File: src/design/cdt_pkg.sv
// ----------------------------------------------------------------------------
// cdt_pkg
// Shared constants for the chamfer 3-4 distance transform block.
// ----------------------------------------------------------------------------
package cdt_pkg;

  localparam int MAX_WIDTH_DEF  = 256;
  localparam int MAX_HEIGHT_DEF = 256;
  localparam int DIST_BITS_DEF  = 10;

  // configuration register geometry
  localparam int CFG_IDX_W = 1;
  localparam int DIM_W     = 9;
  localparam logic [DIM_W-1:0] DIM_RESET = 9'd256;

  localparam logic [CFG_IDX_W-1:0] CFG_IMAGE_WIDTH  = 1'd0;
  localparam logic [CFG_IDX_W-1:0] CFG_IMAGE_HEIGHT = 1'd1;

  // request codes
  localparam logic REQ_LOAD = 1'b0;
  localparam logic REQ_READ = 1'b1;

  // output distance field width
  localparam int OUT_DIST_W = 10;

  // chamfer step costs
  localparam int COST_W = 3;
  localparam logic [COST_W-1:0] COST_ORTH = 3'd3;
  localparam logic [COST_W-1:0] COST_DIAG = 3'd4;

endpackage

File: src/design/cdt_relax.sv
// ----------------------------------------------------------------------------
// cdt_relax
// Shared relax unit: neighbour plus step cost, saturated, min with current.
// ----------------------------------------------------------------------------
module cdt_relax
  import cdt_pkg::*;
#(
  parameter int DIST_BITS = DIST_BITS_DEF
) (
  input  logic [DIST_BITS-1:0] acc,
  input  logic [DIST_BITS-1:0] nb,
  input  logic                 nb_valid,
  input  logic [COST_W-1:0]    cost,
  output logic [DIST_BITS-1:0] res
);

  logic [DIST_BITS-1:0] nb_v;
  logic [DIST_BITS:0]   sum;
  logic [DIST_BITS-1:0] sat;

  always_comb begin
    // outside the frame counts as zero
    nb_v = nb_valid ? nb : '0;
    sum  = {1'b0, nb_v} + (DIST_BITS + 1)'(cost);
    sat  = sum[DIST_BITS] ? {DIST_BITS{1'b1}} : sum[DIST_BITS-1:0];
    res  = (sat < acc) ? sat : acc;
  end

endmodule

File: src/design/cdt_seq.sv
// ----------------------------------------------------------------------------
// cdt_seq
// Transform sequencer: forward then backward raster pass, six steps a pixel.
// ----------------------------------------------------------------------------
module cdt_seq
  import cdt_pkg::*;
#(
  parameter int DIST_BITS = DIST_BITS_DEF,
  parameter int AW        = 16
) (
  input  logic                 clk,
  input  logic                 rst_n,
  input  logic                 start,
  input  logic [DIM_W-1:0]     w_in,
  input  logic [DIM_W-1:0]     h_in,
  output logic                 busy,
  output logic                 done,
  output logic                 wr_en,
  output logic [AW-1:0]        wr_addr,
  output logic [DIST_BITS-1:0] wr_data,
  output logic                 rd_en,
  output logic [AW-1:0]        rd_addr,
  input  logic [DIST_BITS-1:0] rd_data
);

  localparam logic [2:0] ST_C = 3'd0;
  localparam logic [2:0] ST_A = 3'd1;
  localparam logic [2:0] ST_B = 3'd2;
  localparam logic [2:0] ST_D = 3'd3;
  localparam logic [2:0] ST_E = 3'd4;
  localparam logic [2:0] ST_W = 3'd5;

  logic                 busy_r, busy_nxt;
  logic                 bwd_r, bwd_nxt;
  logic [2:0]           ph_r, ph_nxt;
  logic [DIM_W-1:0]     x_r, x_nxt;
  logic [DIM_W-1:0]     y_r, y_nxt;
  logic [DIM_W-1:0]     w_r, w_nxt;
  logic [DIM_W-1:0]     h_r, h_nxt;
  logic [AW-1:0]        idx_r, idx_nxt;
  logic [DIST_BITS-1:0] acc_r, acc_nxt;

  logic [AW-1:0]        wa, base, n0, n1, n2, n3;
  logic                 x_first, x_last, y_first, y_last, vert_ok;
  logic                 v0, v1, v2, v3;
  logic                 rx_valid;
  logic [COST_W-1:0]    rx_cost;
  logic [DIST_BITS-1:0] rx_res;
  logic                 last_pix;

  cdt_relax #(
    .DIST_BITS (DIST_BITS)
  ) u_relax (
    .acc      (acc_r),
    .nb       (rd_data),
    .nb_valid (rx_valid),
    .cost     (rx_cost),
    .res      (rx_res)
  );

  always_comb begin
    wa      = AW'(w_r);
    base    = bwd_r ? (idx_r + wa) : (idx_r - wa);
    n0      = bwd_r ? (base + AW'(1)) : (base - AW'(1));
    n1      = base;
    n2      = bwd_r ? (base - AW'(1)) : (base + AW'(1));
    n3      = bwd_r ? (idx_r + AW'(1)) : (idx_r - AW'(1));
    x_first = (x_r == '0);
    x_last  = ((x_r + 9'd1) == w_r);
    y_first = (y_r == '0);
    y_last  = ((y_r + 9'd1) == h_r);
    vert_ok = bwd_r ? !y_last : !y_first;
    v0      = vert_ok && (bwd_r ? !x_last : !x_first);
    v1      = vert_ok;
    v2      = vert_ok && (bwd_r ? !x_first : !x_last);
    v3      = bwd_r ? !x_last : !x_first;
    last_pix = bwd_r && x_first && y_first;
  end

  always_comb begin
    busy_nxt = busy_r;
    bwd_nxt  = bwd_r;
    ph_nxt   = ph_r;
    x_nxt    = x_r;
    y_nxt    = y_r;
    w_nxt    = w_r;
    h_nxt    = h_r;
    idx_nxt  = idx_r;
    acc_nxt  = acc_r;
    rd_en    = 1'b0;
    rd_addr  = idx_r;
    wr_en    = 1'b0;
    rx_valid = 1'b0;
    rx_cost  = COST_ORTH;
    done     = 1'b0;

    if (!busy_r) begin
      if (start) begin
        busy_nxt = 1'b1;
        bwd_nxt  = 1'b0;
        ph_nxt   = ST_C;
        x_nxt    = '0;
        y_nxt    = '0;
        idx_nxt  = '0;
        w_nxt    = w_in;
        h_nxt    = h_in;
      end
    end else begin
      unique case (ph_r)
        ST_C: begin
          rd_en   = 1'b1;
          rd_addr = idx_r;
          ph_nxt  = ST_A;
        end
        ST_A: begin
          rd_en   = 1'b1;
          rd_addr = n0;
          acc_nxt = rd_data;
          ph_nxt  = ST_B;
        end
        ST_B: begin
          rd_en    = 1'b1;
          rd_addr  = n1;
          rx_valid = v0;
          rx_cost  = COST_DIAG;
          acc_nxt  = rx_res;
          ph_nxt   = ST_D;
        end
        ST_D: begin
          rd_en    = 1'b1;
          rd_addr  = n2;
          rx_valid = v1;
          rx_cost  = COST_ORTH;
          acc_nxt  = rx_res;
          ph_nxt   = ST_E;
        end
        ST_E: begin
          rd_en    = 1'b1;
          rd_addr  = n3;
          rx_valid = v2;
          rx_cost  = COST_DIAG;
          acc_nxt  = rx_res;
          ph_nxt   = ST_W;
        end
        ST_W: begin
          rx_valid = v3;
          rx_cost  = COST_ORTH;
          wr_en    = 1'b1;
          ph_nxt   = ST_C;
          if (!bwd_r) begin
            idx_nxt = idx_r + AW'(1);
            if (x_last) begin
              x_nxt = '0;
              if (y_last) begin
                // last forward pixel is the first backward pixel
                bwd_nxt = 1'b1;
                idx_nxt = idx_r;
                x_nxt   = x_r;
              end else begin
                y_nxt = y_r + 9'd1;
              end
            end else begin
              x_nxt = x_r + 9'd1;
            end
          end else begin
            idx_nxt = idx_r - AW'(1);
            if (last_pix) begin
              busy_nxt = 1'b0;
              done     = 1'b1;
            end else if (x_first) begin
              x_nxt = w_r - 9'd1;
              y_nxt = y_r - 9'd1;
            end else begin
              x_nxt = x_r - 9'd1;
            end
          end
        end
        default: begin
          ph_nxt = ST_C;
        end
      endcase
    end
  end

  assign wr_addr = idx_r;
  assign wr_data = rx_res;
  assign busy    = busy_r;

  always_ff @(posedge clk) begin
    if (!rst_n) begin
      busy_r <= 1'b0;
      bwd_r  <= 1'b0;
      ph_r   <= ST_C;
    end else begin
      busy_r <= busy_nxt;
      bwd_r  <= bwd_nxt;
      ph_r   <= ph_nxt;
    end
    x_r   <= x_nxt;
    y_r   <= y_nxt;
    w_r   <= w_nxt;
    h_r   <= h_nxt;
    idx_r <= idx_nxt;
    acc_r <= acc_nxt;
  end

endmodule

File: config.mk
export PLATFORM = sky130hd
export DESIGN_NAME = cdt_seq
export DESIGN_NICKNAME = d
export VERILOG_FILES = /design/src/design/cdt_pkg.sv /design/src/design/cdt_relax.sv /design/src/design/cdt_seq.sv
export SDC_FILE = /design/constraint.sdc
export NUM_CORES = 1
export LEC_CHECK = 0
export ABC_AREA = 1
export ABC_CLOCK_PERIOD_IN_PS = 15500
export BUFFER_PORTS_ARGS = -buffer_cell sky130_fd_sc_hd__buf_2
export CELL_PAD_IN_SITES_DETAIL_PLACEMENT = 1
export CELL_PAD_IN_SITES_GLOBAL_PLACEMENT = 1
export CORE_UTILIZATION = 47
export DETAILED_ROUTE_END_ITERATION = 6
export PLACE_DENSITY = 0.89
export SYNTH_ARGS = -nofsm -noshare
export SYNTH_HDL_FRONTEND = slang
export SYNTH_SLANG_ARGS = --single-unit
File: constraint.sdc
create_clock -name clk -period 15.5 [get_ports clk]
set_input_delay 1.55 -clock clk [delete_from_list [all_inputs] [get_ports clk]]
set_output_delay 1.55 -clock clk [all_outputs]
set_load 0.03 [all_outputs]
==> results by group, run 1 <==
Timing
  • RSZ-0062 raised after global routing: no
  • Share of the clock period used by the worst path: a little over half
  • Hold Violations, Final: 0
  • Setup tns final: 0 ns
  • Number of pins exceeding their max-slew limit in the final report: 0
  • Worst max-slew margin expressed relative to the limit: between 20% and 30%
  • Maximum clock frequency: between 0.1 and 0.15 GHz
  • Final setup violation count: 0
  • Min cycle time layout: 8.41 ns
  • Final clock skew: roughly 0.011 ns
  • Slew of the pin with the lowest slew margin: about 1.1 ns

Critical path
  • Arr. time, crit path: slightly below 7 ns
  • R2R setup slack: approximately 9.0 ns
  • Endpoint of the worst register-to-register path: acc_r[0]$_DFFE_PP_
  • Category of cells accounting for the largest share of critical-path delay: simple AND/OR/NAND/NOR gates
  • Critical Path Sink Type: output pin
  • Combined buffer and inverter count along the critical path: 4
  • Startpoint Class: register
  • Endpoint required time on the critical path: 13.95 ns
  • Depth of the worst register-to-register path: 35
  • CP Max Fanout: 11
  • Category of the critical setup timing path: register to output pin
  • Most used cell along the critical path: sky130_fd_sc_hd__nor2_1
  • Origin of the critical flop-to-flop path: y_r[0]$_SDFFCE_PN0P_
  • Worst path slowest cell: sky130_fd_sc_hd__a211oi_2
  • Longest individual stage delay on the worst path: slightly above 0.8 ns

Drt
  • Remaining antenna violation count: 0
  • Initial DRC count: 559
  • Total number of vias: about 8200
  • Per-cell via count in the routed design: roughly 5.8
  • Post-DR wirelength/cell: roughly 19 microns
  • Remaining DRCs: 0
  • Detailed-route wire length: approximately 26000 microns
  • Detailed-router iteration count before antenna repair: 7

Yosys
  • Synth cell count leaders: sky130_fd_sc_hd__nand2_1 (258), sky130_fd_sc_hd__inv_1 (181), sky130_fd_sc_hd__nor2_1 (101)
  • Leading register cell type out of synthesis: sky130_fd_sc_hd__edfxtp_1
  • Syn Nets: approximately 1200
  • Post-synthesis instance area: roughly 7400 sq um
  • Synthesis-stage register bit count: between 60 and 70
  • Number of distinct standard cells referenced by the synthesized netlist: 50
  • Ys Warns: 0
  • Sequential area share after synthesis: a little over a quarter
  • EDFF count, synth: a little over 60
  • Post-Synthesis Cells: ~1100
  • Most frequent cell after synthesis: sky130_fd_sc_hd__nand2_1
  • Post-Synthesis Mean Instance Area: approximately 6.6 sq um
  • Ranking of synthesized cells by area: sky130_fd_sc_hd__edfxtp_1 (25%), sky130_fd_sc_hd__nand2_1 (13%), sky130_fd_sc_hd__inv_1 (9.1%)
  • Top cell type by total area after synthesis: sky130_fd_sc_hd__edfxtp_1
  • Asr flop ratio synth: 0%
  • Fraction of post-synthesis cell area in the top cell type by area: around 25%

Worst hold path
  • Path category of the worst min-delay check: register to register
  • Launch point of the worst hold path: ph_r[1]$_SDFFE_PN0P_
  • Hold Path Stages: 2
  • End point of the worst hold path: ph_r[1]$_SDFFE_PN0P_

CTS
  • Clock buffer count from CTS: 9
  • Clock-pin transition on the worst setup and hold timing paths: around 0.070 ns
  • Clock tree from TritonCTS: yes
  • Clock Sinks: 67
  • Buffer cell driving the clock tree root: sky130_fd_sc_hd__clkbuf_16
  • H-tree depth: 3
  • Quantity of gates resized following cts: 0
  • CTS Buffer Depth: 2
  • Post-CTS Hold Fix Bufs: 0
  • Clock latency on the worst-skew pair: between 0.3 and 0.4 ns
  • Post-CTS repair timing setup buffer count: 0

Finish
  • Final-stage net count: between 1000 and 1500
  • Area growth syn-to-layout: 12.4%
  • Layout Cell Area excl Fill: ~8400 sq um
  • Number of inserted diodes: 0
  • Share of post-route cells with drive strength above 1: between 10 and 15%
  • Final design utilization: a little over half
  • Final-layout fill cell count: 2137
  • Post-layout instance count excluding filler cells: ~1400

Floorplan
  • Area of the die: between 15000 and 20000 sq um
  • Die outline width: 128 microns
  • Die height: 128 microns
  • Initial cell density of the core: about half
  • CORE AREA: about 15000 sq um
  • I/O pins: 77
  • Number of rows created at floorplan: 45

Global routing
  • Aggregate global-route resource usage: 33.3%
  • Global-route wire length before repair: about 42000 microns
  • Total gr overflow: 0
  • Pin count of the biggest net entering global routing: 50
  • Vias in the first global route: about 8300
  • Antenna violations before repair: 0

Place
  • Cell count after placement: approximately 1400
  • Cell area reported after detailed placement: between 8000 and 9000 sq um
  • Placed wire-length estimate: 20100 microns
  • Gpl congestion: just over 0.9
  • Count of port buffers added during placement: 76

Power
  • Static leakage: ~4.1 nW
  • Peak supply drop: 0.0764 mV
  • Post-route total power: 0.000639 W
  • PD cells: between 70 and 80 nW/um^2

Flow run
  • Max Cap Violations: 0

Outcome
  • Status: finished, final reports clean
layout by cell type, fill, tap and decap left out, types with 3 or more instances in the layout:
master and instances:
sky130_fd_sc_hd__o31ai_1 4, sky130_fd_sc_hd__ha_1 38, sky130_fd_sc_hd__dfxtp_1 5, sky130_fd_sc_hd__nor2_2 3, sky130_fd_sc_hd__nor2_4 3, sky130_fd_sc_hd__a21oi_1 54
sky130_fd_sc_hd__a31oi_1 6, sky130_fd_sc_hd__buf_4 8, sky130_fd_sc_hd__nor3_2 5, sky130_fd_sc_hd__nand3_2 13, sky130_fd_sc_hd__inv_2 8, sky130_fd_sc_hd__nand3b_1 5
sky130_fd_sc_hd__inv_1 181, sky130_fd_sc_hd__a221oi_1 3, sky130_fd_sc_hd__nor2_1 101, sky130_fd_sc_hd__clkbuf_16 9, sky130_fd_sc_hd__buf_2 76, sky130_fd_sc_hd__nor3_1 24
sky130_fd_sc_hd__o22ai_1 20, sky130_fd_sc_hd__edfxtp_1 62, sky130_fd_sc_hd__nor4_1 7, sky130_fd_sc_hd__o21ai_1 8, sky130_fd_sc_hd__xor2_1 42, sky130_fd_sc_hd__or2_2 5
sky130_fd_sc_hd__nand4_1 26, sky130_fd_sc_hd__nand2_1 258, sky130_fd_sc_hd__a211oi_1 5, sky130_fd_sc_hd__o32ai_1 3, sky130_fd_sc_hd__and2_1 10, sky130_fd_sc_hd__o21ai_0 54
sky130_fd_sc_hd__nand3_1 91, sky130_fd_sc_hd__o2111ai_1 6, sky130_fd_sc_hd__nand2_2 7, sky130_fd_sc_hd__xnor2_1 14
metal layers:
metal,GRT usage (%),vias to the layer above,part of all wire [%]
li1,-,3888,-
met1,40.7,3943,41
met2,58.1,283,49
met3,5.18,68,6.2
met4,14.0,0,3.7
met5,0,-,0
sequential cells by signal, summed over array words and instances, names as in the netlist:
| register | count |
|---|---|
| wr_addr | 16 |
| acc_r | 10 |
| h_r | 9 |
| w_r | 9 |
| x_r | 9 |
| y_r | 9 |
| ph_r | 3 |
| busy | 1 |
| bwd_r | 1 |
area by class of cell:
| class | instances | area, sq um | area share [%] |
|---|---|---|---|
| clock buffers | 9 | 225 | 2.69 |
| flip-flops and latches | 67 | 1960 | 23.4 |
| clock inverters | 7 | 83.8 | 1.00 |
| inverters | 191 | 717 | 8.57 |
| well taps | 211 | 264 | 3.15 |
| repair buffers | 84 | 440 | 5.26 |
| multi-input cells | 840 | 4680 | 55.9 |
worst reg2reg max path, delay by kind of cell (launching register included):
family	cells	cell delay, ns
buffers and inverters	3	0.28
flip-flops	1	0.47
adder cells (fa/ha/maj)	4	1.07
AO/OA/AOI/OAI	6	1.50
AND/OR/NAND/NOR	22	3.05
power by group:
group | internal (W) | switching [W]
clock | 0.000128 | 0.0000977
sequential | 0.000210 | 0.0000148
combinational | 0.0000568 | 0.000133
through the flow:
| step | hold slack [ns] | setup slack [ns] |
|---|---|---|
| 6_report | 0.536 | 7.09 |
| 5_1_grt | 0.557 | 6.65 |
| 4_1_cts | 0.531 | 7.19 |
| 3_5_place_dp | 0.522 | 7.77 |
| 3_3_place_gp | 0.507 | 8.12 |
| 2_1_floorplan | 0.482 | 9.10 |
worst max path at each step:
| stage | start | to | slack (ns) | cells after the start |
|---|---|---|---|---|
| after global routing | y_r[0]$_SDFFCE_PN0P_ | wr_data[2] | 6.65 | 35 |
| after floorplan | y_r[0]$_SDFFCE_PN0P_ | wr_data[0] | 9.10 | 35 |
| after CTS | y_r[0]$_SDFFCE_PN0P_ | wr_data[9] | 7.19 | 35 |
| after global placement | y_r[0]$_SDFFCE_PN0P_ | wr_data[2] | 8.12 | 36 |
| after detailed placement | y_r[0]$_SDFFCE_PN0P_ | wr_data[9] | 7.77 | 36 |
| final | y_r[0]$_SDFFCE_PN0P_ | wr_data[9] | 7.09 | 35 |
kinds of logic (layout without fill, tap and decap cells):
logic type | after synthesis | count (layout) | share of synthesized area [%]
xor gates and xnor gates | 57 | 57 | 6.80
adders and majority gates | 40 | 40 | 6.92
DFF | 67 | 67 | 26.3
muxes | 2 | 2 | 0.269
AOI/OAI and AO/OA | 175 | 175 | 13.5
buffers and inverters | 217 | 291 | 11.1
and+or+nand+nor | 566 | 566 | 35.1
No activity file was read; power rests on OpenSTA's default activity.
==> run 2, diff against run 1 <==
ABC_CLOCK_PERIOD_IN_PS = 7000   (was 15500)
CORE_UTILIZATION = 39   (was 47)
PLACE_DENSITY = 0.79   (was 0.89)
clock period = 7 ns   (was 15.5 ns; I/O delays follow)
==> run 2 against run 1 <==
  * Count of clock-buffer cells in the layout grew 3
  * Global-route usage shrank 6.6 points
  * Critical endpoint is now wr_data[0]
  * Worst setup slack lost 6.6 ns
  * Sequential power grew 120%
  * Die area grew 20%
==> results by group, run 2 (same netlist as run 1, synthesis figures left out) <==
Timing
  • Maximum clock frequency: about 0.15 GHz
  • Number of pins exceeding their max-slew limit in the final report: 0
  • Hold Violations, Final: 0
  • Worst max-slew margin expressed relative to the limit: between 20 and 30%
  • Crit path setup slack, layout: 0.479 ns
  • Share of the clock period used by the worst path: between 90 and 100%
  • Final clock skew: approximately 0.011 ns
  • Min cycle time layout: around 6.5 ns
  • Final setup violation count: 0
  • Slew of the pin with the lowest slew margin: between 1 and 1.5 ns

Place
  • Gpl congestion: slightly above 0.9
  • Placed wire-length estimate: roughly 19000 microns
  • Post-Place Worst Slack: just under 0.8 ns
  • Count of port buffers added during placement: between 70 and 80
  • Cell area reported after detailed placement: approximately 8000 sq um

Critical path
  • Worst path slowest cell: sky130_fd_sc_hd__edfxtp_1
  • Depth of the worst register-to-register path: 36
  • Startpoint Class: register
  • R2R setup slack: about 1.6 ns
  • Startpoint of the worst setup timing path: y_r[0]$_SDFFCE_PN0P_
  • Longest individual stage delay on the worst path: 0.45 ns
  • CP Max Fanout: 11
  • Arr. time, crit path: slightly below 6 ns
  • Endpoint required time on the critical path: 6.30 ns
  • Category of cells accounting for the largest share of critical-path delay: simple AND/OR/NAND/NOR gates
  • Origin of the critical flop-to-flop path: y_r[0]$_SDFFCE_PN0P_
  • Combined buffer and inverter count along the critical path: 6
  • Category of the critical setup timing path: register to output pin
  • Total number of cells along the worst setup path: 37
  • Critical Path Sink Type: output pin

CTS
  • CTS Buffer Depth: 2
  • Clock Sinks: 67
  • Clock buffer count from CTS: 9
  • Clock-pin transition on the worst setup and hold timing paths: 0.06 ns
  • H-tree depth: 3
  • Clock latency on the worst-skew pair: roughly 0.35 ns
  • Clock tree from TritonCTS: yes
  • Buffer cell driving the clock tree root: sky130_fd_sc_hd__clkbuf_16

Floorplan
  • Initial cell density of the core: 39.8%
  • Die outline width: 140 microns
  • Die height: 140 microns
  • I/O pins: 77
  • Number of rows created at floorplan: 50
  • Area of the die: 19700 sq um
  • CORE AREA: between 15000 and 20000 sq um

Worst hold path
  • Launch point of the worst hold path: h_in[4]
  • Path category of the worst min-delay check: input port to register
  • Hold Path Stages: 1

Global routing
  • Antenna violations before repair: 0
  • Pin count of the biggest net entering global routing: 44
  • Vias in the first global route: approximately 7900
  • Global-route wire length before repair: 41000 microns
  • Total gr overflow: 0
  • Aggregate global-route resource usage: between 20% and 30%

Drt
  • Remaining DRCs: 0
  • Post-DR wirelength/cell: ~18 microns
  • Detailed-router iteration count before antenna repair: 5
  • Detailed-route wire length: 25700 microns
  • Remaining antenna violation count: 0
  • Initial DRC count: about 420
  • Total number of vias: roughly 8000
  • Per-cell via count in the routed design: ~5.5

Power
  • PD cells: approximately 160 nW/um^2
  • Peak supply drop: 0.122 mV
  • Static leakage: about 4.1 nW

Finish
  • Number of inserted diodes: 0
  • Area growth syn-to-layout: 13.4%
  • Sequential standard cell area: ~2000 sq um
  • Final design utilization: approximately 45%
  • Final-stage net count: ~1300
  • Final-layout fill cell count: 2478
  • Commonest cells after routing, fill and taps aside: sky130_fd_sc_hd__nand2_1 (258), sky130_fd_sc_hd__inv_1 (181), sky130_fd_sc_hd__nor2_1 (100), sky130_fd_sc_hd__nand3_1 (91), sky130_fd_sc_hd__buf_2 (76)
  • Multi-input logic area: 4700 sq um
  • Layout Cell Area excl Fill: about 8400 sq um
  • Share of post-route cells with drive strength above 1: a little over an eighth
  • Number of flip-flops under the largest register name: 16
  • Most common cell after layout, fill and taps aside: sky130_fd_sc_hd__nand2_1

Flow run
  • Max Cap Violations: 0

Outcome
  • Status: finished, final reports clean
## run 2: cell count changes in the layout (fill, tap and decap cells not counted), sizes merged
cell / previous run / this run
clkbuf: 9 / 12
clkinvlp: 1 / 0
clkinv: 4 / 6
bufinv: 1 / 0
buf: 84 / 91
inv: 192 / 189
## run 2: timing repair
item / in CTS / in global routing
buffers inserted: 0 / 6
hold buffers: 0 / 0
setup endpoints to repair: 0 / 10
resized for setup: 0 / 2
## run 2: worst paths after layout
kind,to
hold reg to reg,ph_r[2]$_SDFFE_PN0P_
setup reg to reg,acc_r[3]$_DFFE_PP_
hold / removal,h_r[4]$_DFFE_PP_
setup / recovery,wr_data[0]
## run 2: per-layer routing
layer / up-vias / wire length (microns) / global-route usage (%)
met2: 165 / 12400 / 45.5
met5: - / 0 / 0
li1: 3887 / - / -
met3: 32 / 844 / 3.42
met1: 3840 / 12000 / 35.4
met4: 0 / 402 / 6.82
## run 2: stage by stage
stage | hold WS (ns) | total power [W] | TNS (ns) | std cells
after floorplan | 0.482 | 0.000789 | 0 | 1124
after global placement | 0.509 | 0.000900 | 0 | 1417
after detailed placement | 0.514 | 0.000910 | 0 | 1417
after CTS | 0.519 | 0.00136 | 0 | 1433
after global routing | 0.520 | 0.00142 | -0.0311 | 1439
final | 0.526 | 0.00136 | 0 | 1439
## run 2: layout make-up
type	count	share of cell area, %
clock buffer	12	2.92
clock inverter	4	0.326
inverter	191	8.49
timing repair buffer	91	5.88
tap	234	3.47
multi-input combinational	840	55.7
sequential	67	23.3
## run 2: power by group
group | switching (W) | leakage, nW | internal (W)
combinational | 0.000285 | 3.30 | 0.000125
sequential | 0.0000311 | 0.637 | 0.000465
clock | 0.000201 | 0.137 | 0.000250
total | 0.000517 | 4.08 | 0.000841
==> run 3, diff against run 2 <==
ABC_AREA = not set   (was 1)
CORE_UTILIZATION = 42   (was 39)
PLACE_DENSITY = 0.8   (was 0.79)
==> run 3 against run 2 <==
  * The run now ends with negative setup slack left
  * Register-to-register slack lost 1.2 ns
  * Cell area is 7.7% higher
  * Sequential share of layout area down 1.7 points
  * Global-route usage increased by 2.0 points
  * Worst setup slack worse by 0.70 ns
  * Power is 7.4% higher
  * Sequential cell count unchanged
  * Final cell count shrank 14%
  * Critical path type unchanged
  * Wire length is 2.3% higher
  * Maximum frequency down 9.7%
  * Non-clock buffer count up 36
==> results by group, run 3 <==
Critical path
  • Category of cells accounting for the largest share of critical-path delay: compound AO/OA/AOI/OAI gates
  • R2R setup slack: 0.35 ns
  • Most used cell along the critical path: sky130_fd_sc_hd__a21o_1
  • Longest individual stage delay on the worst path: around 0.5 ns
  • Origin of the critical flop-to-flop path: x_r[0]$_SDFFCE_PN0P_
  • CP Max Fanout: 6
  • Critical Path Sink Type: output pin
  • Endpoint of the worst register-to-register path: acc_r[2]$_DFFE_PP_
  • Arr. time, crit path: 6.52 ns
  • Depth of the worst register-to-register path: 31
  • Category of the critical setup timing path: register to output pin
  • Endpoint required time on the critical path: between 6 and 7 ns
  • Worst path slowest cell: sky130_fd_sc_hd__or4_4
  • Startpoint Class: register
  • Combined buffer and inverter count along the critical path: 7

Yosys
  • Ys Warns: 0
  • Synthesis-stage register bit count: 67
  • EDFF count, synth: 62
  • Sequential area share after synthesis: 25.7%
  • Asr flop ratio synth: 0%
  • Post-Synthesis Cells: around 900
  • Most frequent cell after synthesis: sky130_fd_sc_hd__nor2_1
  • Post-Synthesis Mean Instance Area: 8.32 sq um
  • Fraction of post-synthesis cell area in the top cell type by area: around a quarter
  • Number of distinct standard cells referenced by the synthesized netlist: slightly above 80
  • Ranking of synthesized cells by area: sky130_fd_sc_hd__edfxtp_1 (24%), sky130_fd_sc_hd__xnor2_1 (6.4%), sky130_fd_sc_hd__ha_1 (6.2%)
  • Syn Nets: about 990
  • Top cell type by total area after synthesis: sky130_fd_sc_hd__edfxtp_1
  • Post-synthesis instance area: roughly 7600 sq um
  • Leading register cell type out of synthesis: sky130_fd_sc_hd__edfxtp_1
  • Synth cell count leaders: sky130_fd_sc_hd__nor2_1 (72), sky130_fd_sc_hd__edfxtp_1 (62), sky130_fd_sc_hd__nand2_1 (61)

Power
  • Static leakage: 3.59 nW
  • Peak supply drop: 0.128 mV
  • PD cells: roughly 160 nW/um^2

CTS
  • Clock tree from TritonCTS: yes
  • Buffer cell driving the clock tree root: sky130_fd_sc_hd__clkbuf_16
  • Clock Sinks: 67
  • Clock buffer count from CTS: 9
  • Clock latency on the worst-skew pair: 0.36 ns
  • CTS Buffer Depth: 2
  • Clock-pin transition on the worst setup and hold timing paths: about 0.070 ns
  • H-tree depth: 3

Finish
  • Area growth syn-to-layout: 19.2%
  • Number of flip-flops under the largest register name: 16
  • Sequential standard cell area: around 2000 sq um
  • Multi-input logic area: 5490 sq um
  • Final-layout fill cell count: approximately 2100
  • Share of post-route cells with drive strength above 1: between 20 and 25%
  • Commonest cells after routing, fill and taps aside: sky130_fd_sc_hd__nor2_1 (71), sky130_fd_sc_hd__buf_2 (66), sky130_fd_sc_hd__edfxtp_1 (62), sky130_fd_sc_hd__nand2_1 (59), sky130_fd_sc_hd__xnor2_1 (55)
  • Final-stage net count: 1072
  • Most common cell after layout, fill and taps aside: sky130_fd_sc_hd__nor2_1
  • Number of inserted diodes: 0

Timing
  • Number of pins exceeding their max-slew limit in the final report: 0
  • Final clock skew: around 0.011 ns
  • Final setup violation count: 10
  • Maximum clock frequency: 0.138 GHz
  • Setup tns final: -1.64 ns
  • Crit path setup slack, layout: -0.224 ns
  • Hold Violations, Final: 0
  • Share of the clock period used by the worst path: 103%
  • Worst max-slew margin expressed relative to the limit: roughly 31%
  • RSZ-0062 raised after global routing: yes
  • Min cycle time layout: between 7 and 8 ns
  • Hold_ws: 0.518 ns
  • Slew of the pin with the lowest slew margin: a little over 1 ns

Global routing
  • Vias in the first global route: 7575
  • GR met3 Demand/Resource: approximately 4.3%
  • Most congested layer reported by global routing: met2
  • Total gr overflow: 0
  • Pin count of the biggest net entering global routing: 32
  • Aggregate global-route resource usage: between 20 and 30%
  • Met1 Track Usage GR: 36.5%
  • Antenna violations before repair: 0
  • Global-route wire length before repair: 40700 microns
  • Met2 Resource Use GR: 48.2%

Worst hold path
  • Launch point of the worst hold path: w_in[3]
  • Hold Path Stages: 1
  • Path category of the worst min-delay check: input port to register
  • End point of the worst hold path: w_r[3]$_DFFE_PP_

Drt
  • Detailed-route wire length: roughly 26000 microns
  • Total number of vias: roughly 7500
  • Remaining antenna violation count: 0
  • Initial DRC count: 462
  • Remaining DRCs: 0
  • Per-cell via count in the routed design: between 6 and 7
  • Post-DR wirelength/cell: roughly 21 microns
  • Detailed-router iteration count before antenna repair: 4

Floorplan
  • Die outline width: roughly 140 microns
  • CORE AREA: 17500 sq um
  • Number of rows created at floorplan: 48
  • Die height: 137 microns
  • I/O pins: 77
  • Initial cell density of the core: approximately 43%
  • Area of the die: around 19000 sq um

Place
  • Post-Place Worst Slack: -0.0722 ns
  • Count of port buffers added during placement: 76
  • Placed wire-length estimate: about 18000 microns
  • Gpl congestion: a little over 0.9

Outcome
  • Violated checks: negative setup slack
  • Status: finished with violations

Flow run
  • Max Cap Violations: 0
[run 3: cell types whose count changed in the layout (fill, tap and decap cells not counted), sizes merged, moves of 22 or more]
cell   change
mux2      +24
nor2      -34
nand3     -66
nand2    -206
buf       +36
inv      -139
xnor2     +42
nand4     -22
nor2b     +23
[run 3: worst register-to-register path, delay by kind of cell (launching register included)]
family                     cells  cell delay [ns]
buffers and inverters          7             0.74
DFF                            1             0.48
muxes                          3             0.83
and+or+nand+nor                7             1.81
AOI/OAI and AO/OA             11             1.92
adders and majority gates      3             0.64
[run 3: stage by stage]
step                      util, %  instances  cell area, sq um  power [W]
after detailed placement     47.3       1194              8290   0.000907
final                        51.8       1231              9090    0.00146
after global routing         51.8       1231              9090    0.00152
after floorplan                 -        916              7620   0.000793
after CTS                    50.8       1222              8900    0.00145
after global placement       47.3       1194              8290   0.000894
[run 3: where the power goes]
group | switching [W] | total [W] | leakage, nW | internal (W)
registers | 0.0000371 | 0.000501 | 0.637 | 0.000464
logic | 0.000258 | 0.000417 | 2.79 | 0.000159
clock network | 0.000221 | 0.000541 | 0.163 | 0.000320
[run 3: worst max-delay path by stage]
stage	depth (start not counted)	end	start	slack, ns
floorplan	30	wr_data[3]	x_r[0]$_SDFFCE_PN0P_	0.06
global placement	28	wr_data[5]	x_r[1]$_SDFFCE_PN0P_	0.12
detailed placement	28	wr_data[8]	x_r[1]$_SDFFCE_PN0P_	-0.07
CTS	29	wr_data[8]	x_r[0]$_SDFFCE_PN0P_	0.007
global route	29	wr_data[9]	x_r[0]$_SDFFCE_PN0P_	-0.48
finish	30	wr_data[5]	x_r[0]$_SDFFCE_PN0P_	-0.22
[run 3: timing repair]
action | CTS | global route
hold buffers | 0 | 0
gates resized for setup | 41 | 32
setup buffers | 11 | 9
endpoints found under the setup margin | 10 | 10
cloned | 1 | 0
pin swaps | 10 | 17
[run 3: cells by family (layout without fill, tap and decap cells)]
logic type	Yosys count	in the layout	synth area share (%)
muxes	41	41	5.97
xor gates and xnor gates	106	106	12.5
DFF	67	67	25.7
buffers and inverters	100	189	5.42
adders and majority gates	40	40	6.76
and+or+nand+nor	336	336	23.6
AOI/OAI and AO/OA	226	227	20.0
[run 3: area by class of cell]
class,count,area share [%]
clock buffers,9,2.48
clock inverters,7,1.17
multi-input cells,750,60.4
well taps,225,3.10
repair buffers,127,9.30
flip-flops and latches,67,21.6
inverters,46,1.98
[run 3: metal layers]
| metal | part of all wire [%] | routed length, microns |
|---|---|---|
| met1 | 44 | 11700 |
| met2 | 48 | 12600 |
| met5 | 0 | 0 |
| met3 | 4.3 | 1130 |
| met4 | 3.5 | 925 |
